File: src/bdsl_pkg.sv
// shared types, constants and mapping function of the button debouncer
package bdsl_pkg;

    // register indexes of the configuration port
    localparam logic [1:0] REG_DEBOUNCE_COUNT  = 2'd0;
    localparam logic [1:0] REG_SHIFT_HOLD_TIME = 2'd1;
    localparam logic [1:0] REG_SHIFT_BUTTON    = 2'd2;

    // reset values of the configuration registers
    localparam logic [15:0] DEBOUNCE_COUNT_RST  = 16'd20;
    localparam logic [15:0] SHIFT_HOLD_TIME_RST = 16'd500;
    localparam logic [6:0]  SHIFT_BUTTON_RST    = 7'd10;

    // item kinds
    localparam logic ACT_TICK   = 1'b0;
    localparam logic ACT_SAMPLE = 1'b1;

    // mapping table constants
    localparam logic [6:0] PLAIN_BUTTONS   = 7'd9;
    localparam logic [6:0] ALT_BUTTON      = 7'd9;
    localparam logic [3:0] ALT_LOGICAL     = 4'd5;
    localparam logic [6:0] SHIFTED_BUTTONS = 7'd4;
    localparam logic [6:0] SHIFTED_BASE    = 7'd6;
    localparam logic [3:0] NO_LOGICAL      = 4'd0;

    // per-button entry held in the store
    typedef struct packed {
        logic        stable;
        logic        raw_seen;
        logic [15:0] count;
    } entry_t;

    // status of one entry update
    typedef struct packed {
        logic changed;
        logic stable;
    } upd_t;

    // physical button to logical button, zero means no event
    function automatic logic [3:0] logical_of(input logic [6:0] idx, input logic shifted);
        logic [3:0] lg;
        lg = NO_LOGICAL;
        if (!shifted)
        begin
            if (idx < PLAIN_BUTTONS)
            begin
                lg = 4'(idx + 7'd1);
            end
            else if (idx == ALT_BUTTON)
            begin
                lg = ALT_LOGICAL;
            end
        end
        else if (idx < SHIFTED_BUTTONS)
        begin
            lg = 4'(idx + SHIFTED_BASE);
        end
        return lg;
    endfunction

endpackage

File: src/bdsl_ram.sv
// generic single-port-write, single-port-read ram with registered read
module bdsl_ram #(
    parameter int WIDTH = 18,
    parameter int DEPTH = 128
) (
    input  logic                     clk,
    input  logic                     we,
    input  logic [$clog2(DEPTH)-1:0] waddr,
    input  logic [WIDTH-1:0]         wdata,
    input  logic                     re,
    input  logic [$clog2(DEPTH)-1:0] raddr,
    output logic [WIDTH-1:0]         rdata
);

    logic [WIDTH-1:0] mem [DEPTH];

    // write port and registered read port
    always_ff @(posedge clk)
    begin
        if (we)
        begin
            mem[waddr] <= wdata;
        end
        if (re)
        begin
            rdata <= mem[raddr];
        end
    end

endmodule

File: src/bdsl_entry_upd.sv
// debounce update of one button entry for one raw sample
module bdsl_entry_upd
    import bdsl_pkg::*;
(
    input  entry_t      cur,
    input  logic        raw,
    input  logic [15:0] debounce_count,
    output entry_t      nxt,
    output upd_t        upd
);

    // restart on a raw change, count equal samples, then take the level
    always_comb
    begin
        nxt         = cur;
        upd.changed = 1'b0;
        if (raw != cur.raw_seen)
        begin
            nxt.raw_seen = raw;
            nxt.count    = 16'd0;
        end
        else if (cur.count < debounce_count)
        begin
            nxt.count = cur.count + 16'd1;
        end
        else if (raw != cur.stable)
        begin
            nxt.stable  = raw;
            upd.changed = 1'b1;
        end
        upd.stable = nxt.stable;
    end

endmodule

File: src/button_debounce_with_shift_layer.sv
// top level: multi-button counter debouncer with shift layer
//
// Takes one transaction per clock while in_stall is low: a raw sample of one button or a
// time tick, and gives exactly one result per transaction, which passes through the
// stage 1 register into the output register when the output register is free. The
// per-button state (raw level, sample counter, stable level) sits in one ram that
// is read when a transaction is accepted and written back when it leaves stage 1; a
// bypass register covers a read of the entry written at the same edge, so
// samples of the same button may follow each other every cycle. After reset the
// ram is cleared one entry per cycle, with in_stall high until all entries are cleared;
// configuration writes are taken during that time. The output register lets a new
// transaction in while a result still waits on out_stall.
module button_debounce_with_shift_layer
    import bdsl_pkg::*;
#(
    parameter int NUM_BUTTONS = 128
) (
    input  logic        clk,
    input  logic        rst_n,
    // configuration
    input  logic        cfg_write,
    input  logic [1:0]  cfg_index,
    input  logic [15:0] cfg_data,
    // input channel
    input  logic        in_valid,
    output logic        in_stall,
    input  logic        action,
    input  logic [6:0]  button_index,
    input  logic        raw_level,
    input  logic [31:0] time_ms,
    // output channel
    output logic        out_valid,
    input  logic        out_stall,
    output logic        event_valid,
    output logic [3:0]  logical_button,
    output logic        event_pressed,
    output logic        shift_on,
    output logic        button_stable
);

    localparam int AW = $clog2(NUM_BUTTONS);
    localparam int EW = $bits(entry_t);

    // configuration registers
    logic [15:0] debounce_count_reg;
    logic [15:0] shift_hold_time_reg;
    logic [6:0]  shift_button_reg;

    // clearing pass
    logic          clearing_reg;
    logic [AW-1:0] clr_addr_reg;

    // stage 1: transaction waiting for its ram data
    logic          s1_valid_reg;
    logic          s1_action_reg;
    logic          s1_in_range_reg;
    logic [6:0]    s1_idx_reg;
    logic [AW-1:0] s1_addr_reg;
    logic          s1_raw_reg;
    logic [31:0]   s1_time_reg;

    // bypass of the latest write
    logic          byp_valid_reg;
    logic [AW-1:0] byp_addr_reg;
    entry_t        byp_data_reg;

    // shift layer state
    logic        shift_active_reg;
    logic        shift_held_reg;
    logic [31:0] shift_press_time_reg;
    logic [31:0] current_time_reg;
    logic        shift_active_next;
    logic        shift_held_next;
    logic [31:0] shift_press_time_next;
    logic [31:0] current_time_next;

    // output register
    logic       out_valid_reg;
    logic       event_valid_reg;
    logic [3:0] logical_button_reg;
    logic       event_pressed_reg;
    logic       shift_on_reg;
    logic       button_stable_reg;
    logic       event_valid_next;
    logic [3:0] logical_button_next;
    logic       event_pressed_next;
    logic       button_stable_next;

    logic          accept;
    logic          s1_adv;
    logic          in_range;
    logic [AW-1:0] in_addr;
    logic [EW-1:0] ram_rdata;
    logic          ram_we;
    logic [AW-1:0] ram_waddr;
    logic [EW-1:0] ram_wdata;
    entry_t        cur_entry;
    entry_t        nxt_entry;
    upd_t          upd;
    logic          s1_sample;
    logic [3:0]    lg;

    // handshake and pipeline advance
    assign s1_adv   = s1_valid_reg && (!out_valid_reg || !out_stall);
    assign in_stall = clearing_reg || (s1_valid_reg && !s1_adv);
    assign accept   = in_valid && !in_stall;
    assign in_range = (32'(button_index) < NUM_BUTTONS);
    assign in_addr  = AW'(button_index);

    // per-button store
    bdsl_ram #(
        .WIDTH (EW),
        .DEPTH (NUM_BUTTONS)
    ) u_ram (
        .clk   (clk),
        .we    (ram_we),
        .waddr (ram_waddr),
        .wdata (ram_wdata),
        .re    (accept),
        .raddr (in_addr),
        .rdata (ram_rdata)
    );

    // entry seen by stage 1, with bypass of the latest write
    assign cur_entry = (byp_valid_reg && byp_addr_reg == s1_addr_reg) ? byp_data_reg
                                                                      : entry_t'(ram_rdata);

    bdsl_entry_upd u_upd (
        .cur            (cur_entry),
        .raw            (s1_raw_reg),
        .debounce_count (debounce_count_reg),
        .nxt            (nxt_entry),
        .upd            (upd)
    );

    assign s1_sample = (s1_action_reg == ACT_SAMPLE) && s1_in_range_reg;

    // write back or clear
    always_comb
    begin
        if (clearing_reg)
        begin
            ram_we    = 1'b1;
            ram_waddr = clr_addr_reg;
            ram_wdata = '0;
        end
        else
        begin
            ram_we    = s1_adv && s1_sample;
            ram_waddr = s1_addr_reg;
            ram_wdata = EW'(nxt_entry);
        end
    end

    assign lg = logical_of(s1_idx_reg, shift_active_reg);

    // shift layer and result of the transaction in stage 1
    always_comb
    begin
        shift_active_next     = shift_active_reg;
        shift_held_next       = shift_held_reg;
        shift_press_time_next = shift_press_time_reg;
        current_time_next     = current_time_reg;
        event_valid_next      = 1'b0;
        logical_button_next   = NO_LOGICAL;
        event_pressed_next    = 1'b0;
        button_stable_next    = 1'b0;
        if (s1_action_reg == ACT_TICK)
        begin
            current_time_next = s1_time_reg;
            if (shift_held_reg && !shift_active_reg &&
                (s1_time_reg - shift_press_time_reg) >= 32'(shift_hold_time_reg))
            begin
                shift_active_next = 1'b1;
            end
        end
        else if (s1_in_range_reg)
        begin
            button_stable_next = upd.stable;
            if (upd.changed)
            begin
                if (s1_idx_reg == shift_button_reg)
                begin
                    if (s1_raw_reg)
                    begin
                        shift_held_next       = 1'b1;
                        shift_press_time_next = current_time_reg;
                    end
                    else
                    begin
                        shift_held_next   = 1'b0;
                        shift_active_next = 1'b0;
                    end
                end
                else if (lg != NO_LOGICAL)
                begin
                    event_valid_next    = 1'b1;
                    logical_button_next = lg;
                    event_pressed_next  = s1_raw_reg;
                end
            end
        end
    end

    // configuration registers
    always_ff @(posedge clk or negedge rst_n)
    begin
        if (!rst_n)
        begin
            debounce_count_reg  <= DEBOUNCE_COUNT_RST;
            shift_hold_time_reg <= SHIFT_HOLD_TIME_RST;
            shift_button_reg    <= SHIFT_BUTTON_RST;
        end
        else if (cfg_write)
        begin
            case (cfg_index)
                REG_DEBOUNCE_COUNT:  debounce_count_reg  <= cfg_data;
                REG_SHIFT_HOLD_TIME: shift_hold_time_reg <= cfg_data;
                REG_SHIFT_BUTTON:    shift_button_reg    <= cfg_data[6:0];
                default:             ;
            endcase
        end
    end

    // control state: clearing pass, pipeline valids, shift state
    always_ff @(posedge clk or negedge rst_n)
    begin
        if (!rst_n)
        begin
            clearing_reg         <= 1'b1;
            clr_addr_reg         <= '0;
            s1_valid_reg         <= 1'b0;
            byp_valid_reg        <= 1'b0;
            out_valid_reg        <= 1'b0;
            shift_active_reg     <= 1'b0;
            shift_held_reg       <= 1'b0;
            shift_press_time_reg <= '0;
            current_time_reg     <= '0;
        end
        else
        begin
            if (clearing_reg)
            begin
                clr_addr_reg <= clr_addr_reg + AW'(1);
                if (clr_addr_reg == AW'(NUM_BUTTONS - 1))
                begin
                    clearing_reg <= 1'b0;
                end
            end
            if (accept)
            begin
                s1_valid_reg <= 1'b1;
            end
            else if (s1_adv)
            begin
                s1_valid_reg <= 1'b0;
            end
            out_valid_reg <= s1_adv || (out_valid_reg && out_stall);
            if (s1_adv)
            begin
                shift_active_reg     <= shift_active_next;
                shift_held_reg       <= shift_held_next;
                shift_press_time_reg <= shift_press_time_next;
                current_time_reg     <= current_time_next;
                if (s1_sample)
                begin
                    byp_valid_reg <= 1'b1;
                end
            end
        end
    end

    // payload registers
    always_ff @(posedge clk)
    begin
        if (accept)
        begin
            s1_action_reg   <= action;
            s1_in_range_reg <= in_range;
            s1_idx_reg      <= button_index;
            s1_addr_reg     <= in_addr;
            s1_raw_reg      <= raw_level;
            s1_time_reg     <= time_ms;
        end
        if (s1_adv && s1_sample)
        begin
            byp_addr_reg <= s1_addr_reg;
            byp_data_reg <= nxt_entry;
        end
        if (s1_adv)
        begin
            event_valid_reg    <= event_valid_next;
            logical_button_reg <= logical_button_next;
            event_pressed_reg  <= event_pressed_next;
            shift_on_reg       <= shift_active_next;
            button_stable_reg  <= button_stable_next;
        end
    end

    assign out_valid      = out_valid_reg;
    assign event_valid    = event_valid_reg;
    assign logical_button = logical_button_reg;
    assign event_pressed  = event_pressed_reg;
    assign shift_on       = shift_on_reg;
    assign button_stable  = button_stable_reg;

    // shift can only be active while the shift button is held
    a_active_needs_held: assert property (@(posedge clk) disable iff (!rst_n)
        shift_active_reg |-> shift_held_reg)
        else $error("shift active without hold");

    // no transaction enters while the store is being cleared
    a_no_accept_clearing: assert property (@(posedge clk) disable iff (!rst_n)
        clearing_reg |-> !accept)
        else $error("transaction accepted during clearing pass");

    // a reported event carries a real logical button
    a_event_logical: assert property (@(posedge clk) disable iff (!rst_n)
        (out_valid && event_valid) |-> (logical_button != NO_LOGICAL))
        else $error("event without logical button");

    // a reported event matches the new stable level
    a_event_level: assert property (@(posedge clk) disable iff (!rst_n)
        (out_valid && event_valid) |-> (event_pressed == button_stable))
        else $error("event level differs from stable level");

endmodule

File: config.mk
export PLATFORM = sky130hd
export DESIGN_NAME = button_debounce_with_shift_layer
export DESIGN_NICKNAME = d
export VERILOG_FILES = /design/src/bdsl_pkg.sv /design/src/bdsl_ram.sv /design/src/bdsl_entry_upd.sv /design/src/button_debounce_with_shift_layer.sv
export SDC_FILE = /design/constraint.sdc
export NUM_CORES = 2
export LEC_CHECK = 0
export BUFFER_PORTS_ARGS = -buffer_cell sky130_fd_sc_hd__buf_2
export CORE_MARGIN = 3
export CORE_UTILIZATION = 28
export CTS_BUF_LIST = sky130_fd_sc_hd__clkbuf_2
export DETAILED_ROUTE_END_ITERATION = 6
export GPL_TIMING_DRIVEN = 0
export HOLD_SLACK_MARGIN = 0.08
export PLACE_DENSITY = 0.41
export RECOVER_POWER = 100
export SYNTH_ARGS = -nofsm -noshare
export SYNTH_HDL_FRONTEND = slang
export SYNTH_SLANG_ARGS = --single-unit
File: constraint.sdc
create_clock -name clk -period 26.5 [get_ports clk]
set_clock_uncertainty 0.1 [all_clocks]
set_input_delay 1.325 -clock clk [delete_from_list [all_inputs] [get_ports clk]]
set_output_delay 1.325 -clock clk [all_outputs]
set_load 0.02 [all_outputs]
==> results_dict.tcl <==
set metrics [dict create \
    yosys_warnings 0 \
    max-slew-margin-rel -2.31 \
    die_height_um 602 \
    top_layer "met5" \
    cts_buffers 664 \
    tritoncts "built" \
    dp_slack_ns 20.14 \
    drive_above_1_share 0.340 \
    slowest_delay_ns 1.93 \
    syn2layout_area_growth_pct 14.7 \
    p_per_area_nw_per_um2 71.1 \
    synth-seq-cells 2512 \
    finalHoldViolCount 0 \
    rsz0062_at_grt "no" \
    final_cell_mix "2,396 x edfxtp_1, 1,012 x clkbuf_2, 756 x mux4_2" \
    largest_reg_flops 2304 \
    clk_latency_ns 2.04 \
    tns_ns 0 \
    finalWorstSetupSlack_ns 15.45 \
    critPathLaunchType "flip-flop" \
    reg2regPathDepth 17 \
    post-cts-setup-buffers 0 \
    setup_viol 0 \
    arrival_ns 12.43 \
    layout_commonest_cell "edfxtp_1" \
    syn_nets 4588 \
    crit_top_cell "clkbuf_1" \
    cts.path.max_buffers 4 \
    met1_length_um 134000 \
    fmax_mhz 90.5 \
    hp-start "current_time_reg[14]" \
    synthDistinctLibCells 80 \
    post-route-util 0.323 \
    endpoint_kind "flip-flop" \
    met3_length_um 21100 \
    violations "max-capacitance violations, max-slew violations" \
    hold_buffers 163 \
    die_area_um2 362000 \
    worst_pin_slew_ns 4.97 \
    yosysSeqAreaShare 0.753 \
    peakVddDrop_mv 0.0331 \
    grt_max_degree 91 \
    top_register "u_ram.mem" \
    critPathSlowestCell "nor2_1" \
    power_leakage_nw 36.9 \
    final_nets 5684 \
    initial_core_util 0.282 \
    dp_hpwl_um 212000 \
    async_flop_share 0.0462 \
    cap_violations 90 \
    first_iter_violations 4784 \
    r2r_slack_ns 15.45 \
    min_delay_path_depth 1 \
    critical_path.cell_chain "clkbuf_1 -> xor2_1 -> nand4bb_1 -> nor2_1 -> clkbuf_1 -> mux2i_1 -> inv_1 -> ha_1 -> a21oi_1 -> and4_2 -> o2111ai_1 -> a211o_1 -> nor3_1 -> xnor2_1 -> nor2_1 -> clkbuf_1 -> clkbuf_1" \
    antenna_found_initial 50 \
    track_usage 0.166 \
    outcome "finished, violations left" \
    clock-sinks 2512 \
    io_buffers 73 \
    wl_um 304000 \
    first_global_vias 53867 \
    crit_family "buffers and inverters" \
    drt-vias-per-instance 4.75 \
    syn_area_um2 99400 \
    first_pass_iters 5 \
    syn_inst 4452 \
    clk_pin_slew_worst_paths_ns 0.11 \
    h-tree-depth 6 \
    design.core.area_um2 353000 \
    ys.flop_type "edfxtp_1" \
    slew_viol_final 2516 \
    ant_nets 0 \
    path_buf_inv 5 \
    drc 0 \
    fin_crit_ns 11.05 \
    crit_path_max_fanout 36 \
    place_congestion 0.875 \
    syn_area_per_cell_um2 22.3 \
    grt_overflow_total 0 \
    wire_per_inst_um 28.2 \
    ctsResizeCount 0 \
    grt_pass1_wl_um 424000 \
    ios 74 \
    rows 218 \
    fin_crit_sh 0.417 \
    cts_root_buf "clkbuf_2" \
    vias 51253 \
    path_class "flip-flop to flip-flop" \
    synth_edf_count 2396 \
    die_w_um 602 \
    regToRegStartpoint "s1_addr_reg[0]" \
    wl_met2_um 140000 \
    r2r-end "u_ram.mem[3][6]" \
    worstPathRequired_ns 27.88 \
    holdCritPathClass "flip-flop to flip-flop" \
    min_to "shift_press_time_reg[14]" \
]
logic make-up (layout without fill, tap and decap cells):
family                     count (synthesis)  after routing  synth area share
buffers and inverters                    304           1875            0.0127
xor gates and xnor gates                  57             57           0.00532
DFF                                     2512           2512             0.753
muxes                                    883            883             0.187
and+or+nand+nor                          428            428            0.0200
other                                      0             37                 0
adders and majority gates                 72             72           0.00914
AOI/OAI and AO/OA                        196            196            0.0131
where the power goes:
| group | total [mW] | switching, mW | internal [mW] |
|---|---|---|---|
| Combinational | 0.799 | 0.564 | 0.236 |
| Sequential | 4.59 | 0.0239 | 4.57 |
| Clock | 2.72 | 1.63 | 1.10 |
| Total | 8.11 | 2.21 | 5.90 |
synthesized netlist by cell type, types with 39 or more instances:
cell type	number	share of area
inv_1	88	0.0033
nor2_1	201	0.0076
edfxtp_1	2396	0.72
mux4_2	756	0.17
mux2_2	84	0.0095
ha_1	71	0.0089
a21oi_1	52	0.0026
nand2_1	97	0.0037
clkbuf_1	125	0.0047
dfrtp_1	105	0.026
o21ai_0	39	0.0020
xnor2_1	39	0.0034
buf_2	62	0.0031
metal layers:
layer,vias to the layer above,global-route usage
met3,525,0.0386
met2,1873,0.258
met5,-,0
li1,21333,-
met4,8,0.0503
met1,27514,0.230
layout make-up:
| class | instances | area, µm² |
|---|---|---|
| Clock inverter | 143 | 916 |
| Multi-Input combinational cell | 1636 | 23200 |
| Clock buffer | 998 | 4990 |
| Inverter | 88 | 330 |
| Fill cell | 34385 | 239000 |
| Antenna cell | 37 | 92.6 |
| Sequential cell | 2512 | 74900 |
| Tap cell | 4730 | 5920 |
| Buffer | 216 | 917 |
| Timing Repair Buffer | 430 | 2830 |
through the flow:
step / power [mW] / instance area [µm²] / cells / hold slack (ns)
detailed placement: 5.55 / 110000 / 9448 / 0.338
global placement: 5.51 / 106000 / 9255 / 0.327
floorplan: 5.10 / 99400 / 4452 / 0.321
finish: 8.11 / 114000 / 10790 / 0.354
global route: 8.51 / 114000 / 10774 / 0.186
CTS: 8.34 / 117000 / 10752 / 0.0802
how the worst max path moves through the flow:
| stage | to | from | cells past startpoint |
|---|---|---|---|
| 2_1_floorplan | u_ram.mem[0][1] | s1_addr_reg[0] | 15 |
| 3_3_place_gp | u_ram.mem[70][1] | s1_addr_reg[0] | 15 |
| 3_5_place_dp | u_ram.mem[74][6] | s1_addr_reg[0] | 18 |
| 4_1_cts | u_ram.mem[0][6] | s1_addr_reg[0] | 18 |
| 5_1_grt | u_ram.mem[0][6] | s1_addr_reg[0] | 17 |
| 6_report | u_ram.mem[3][6] | s1_addr_reg[0] | 17 |
Note: power is estimated with default switching activity, not from simulation.
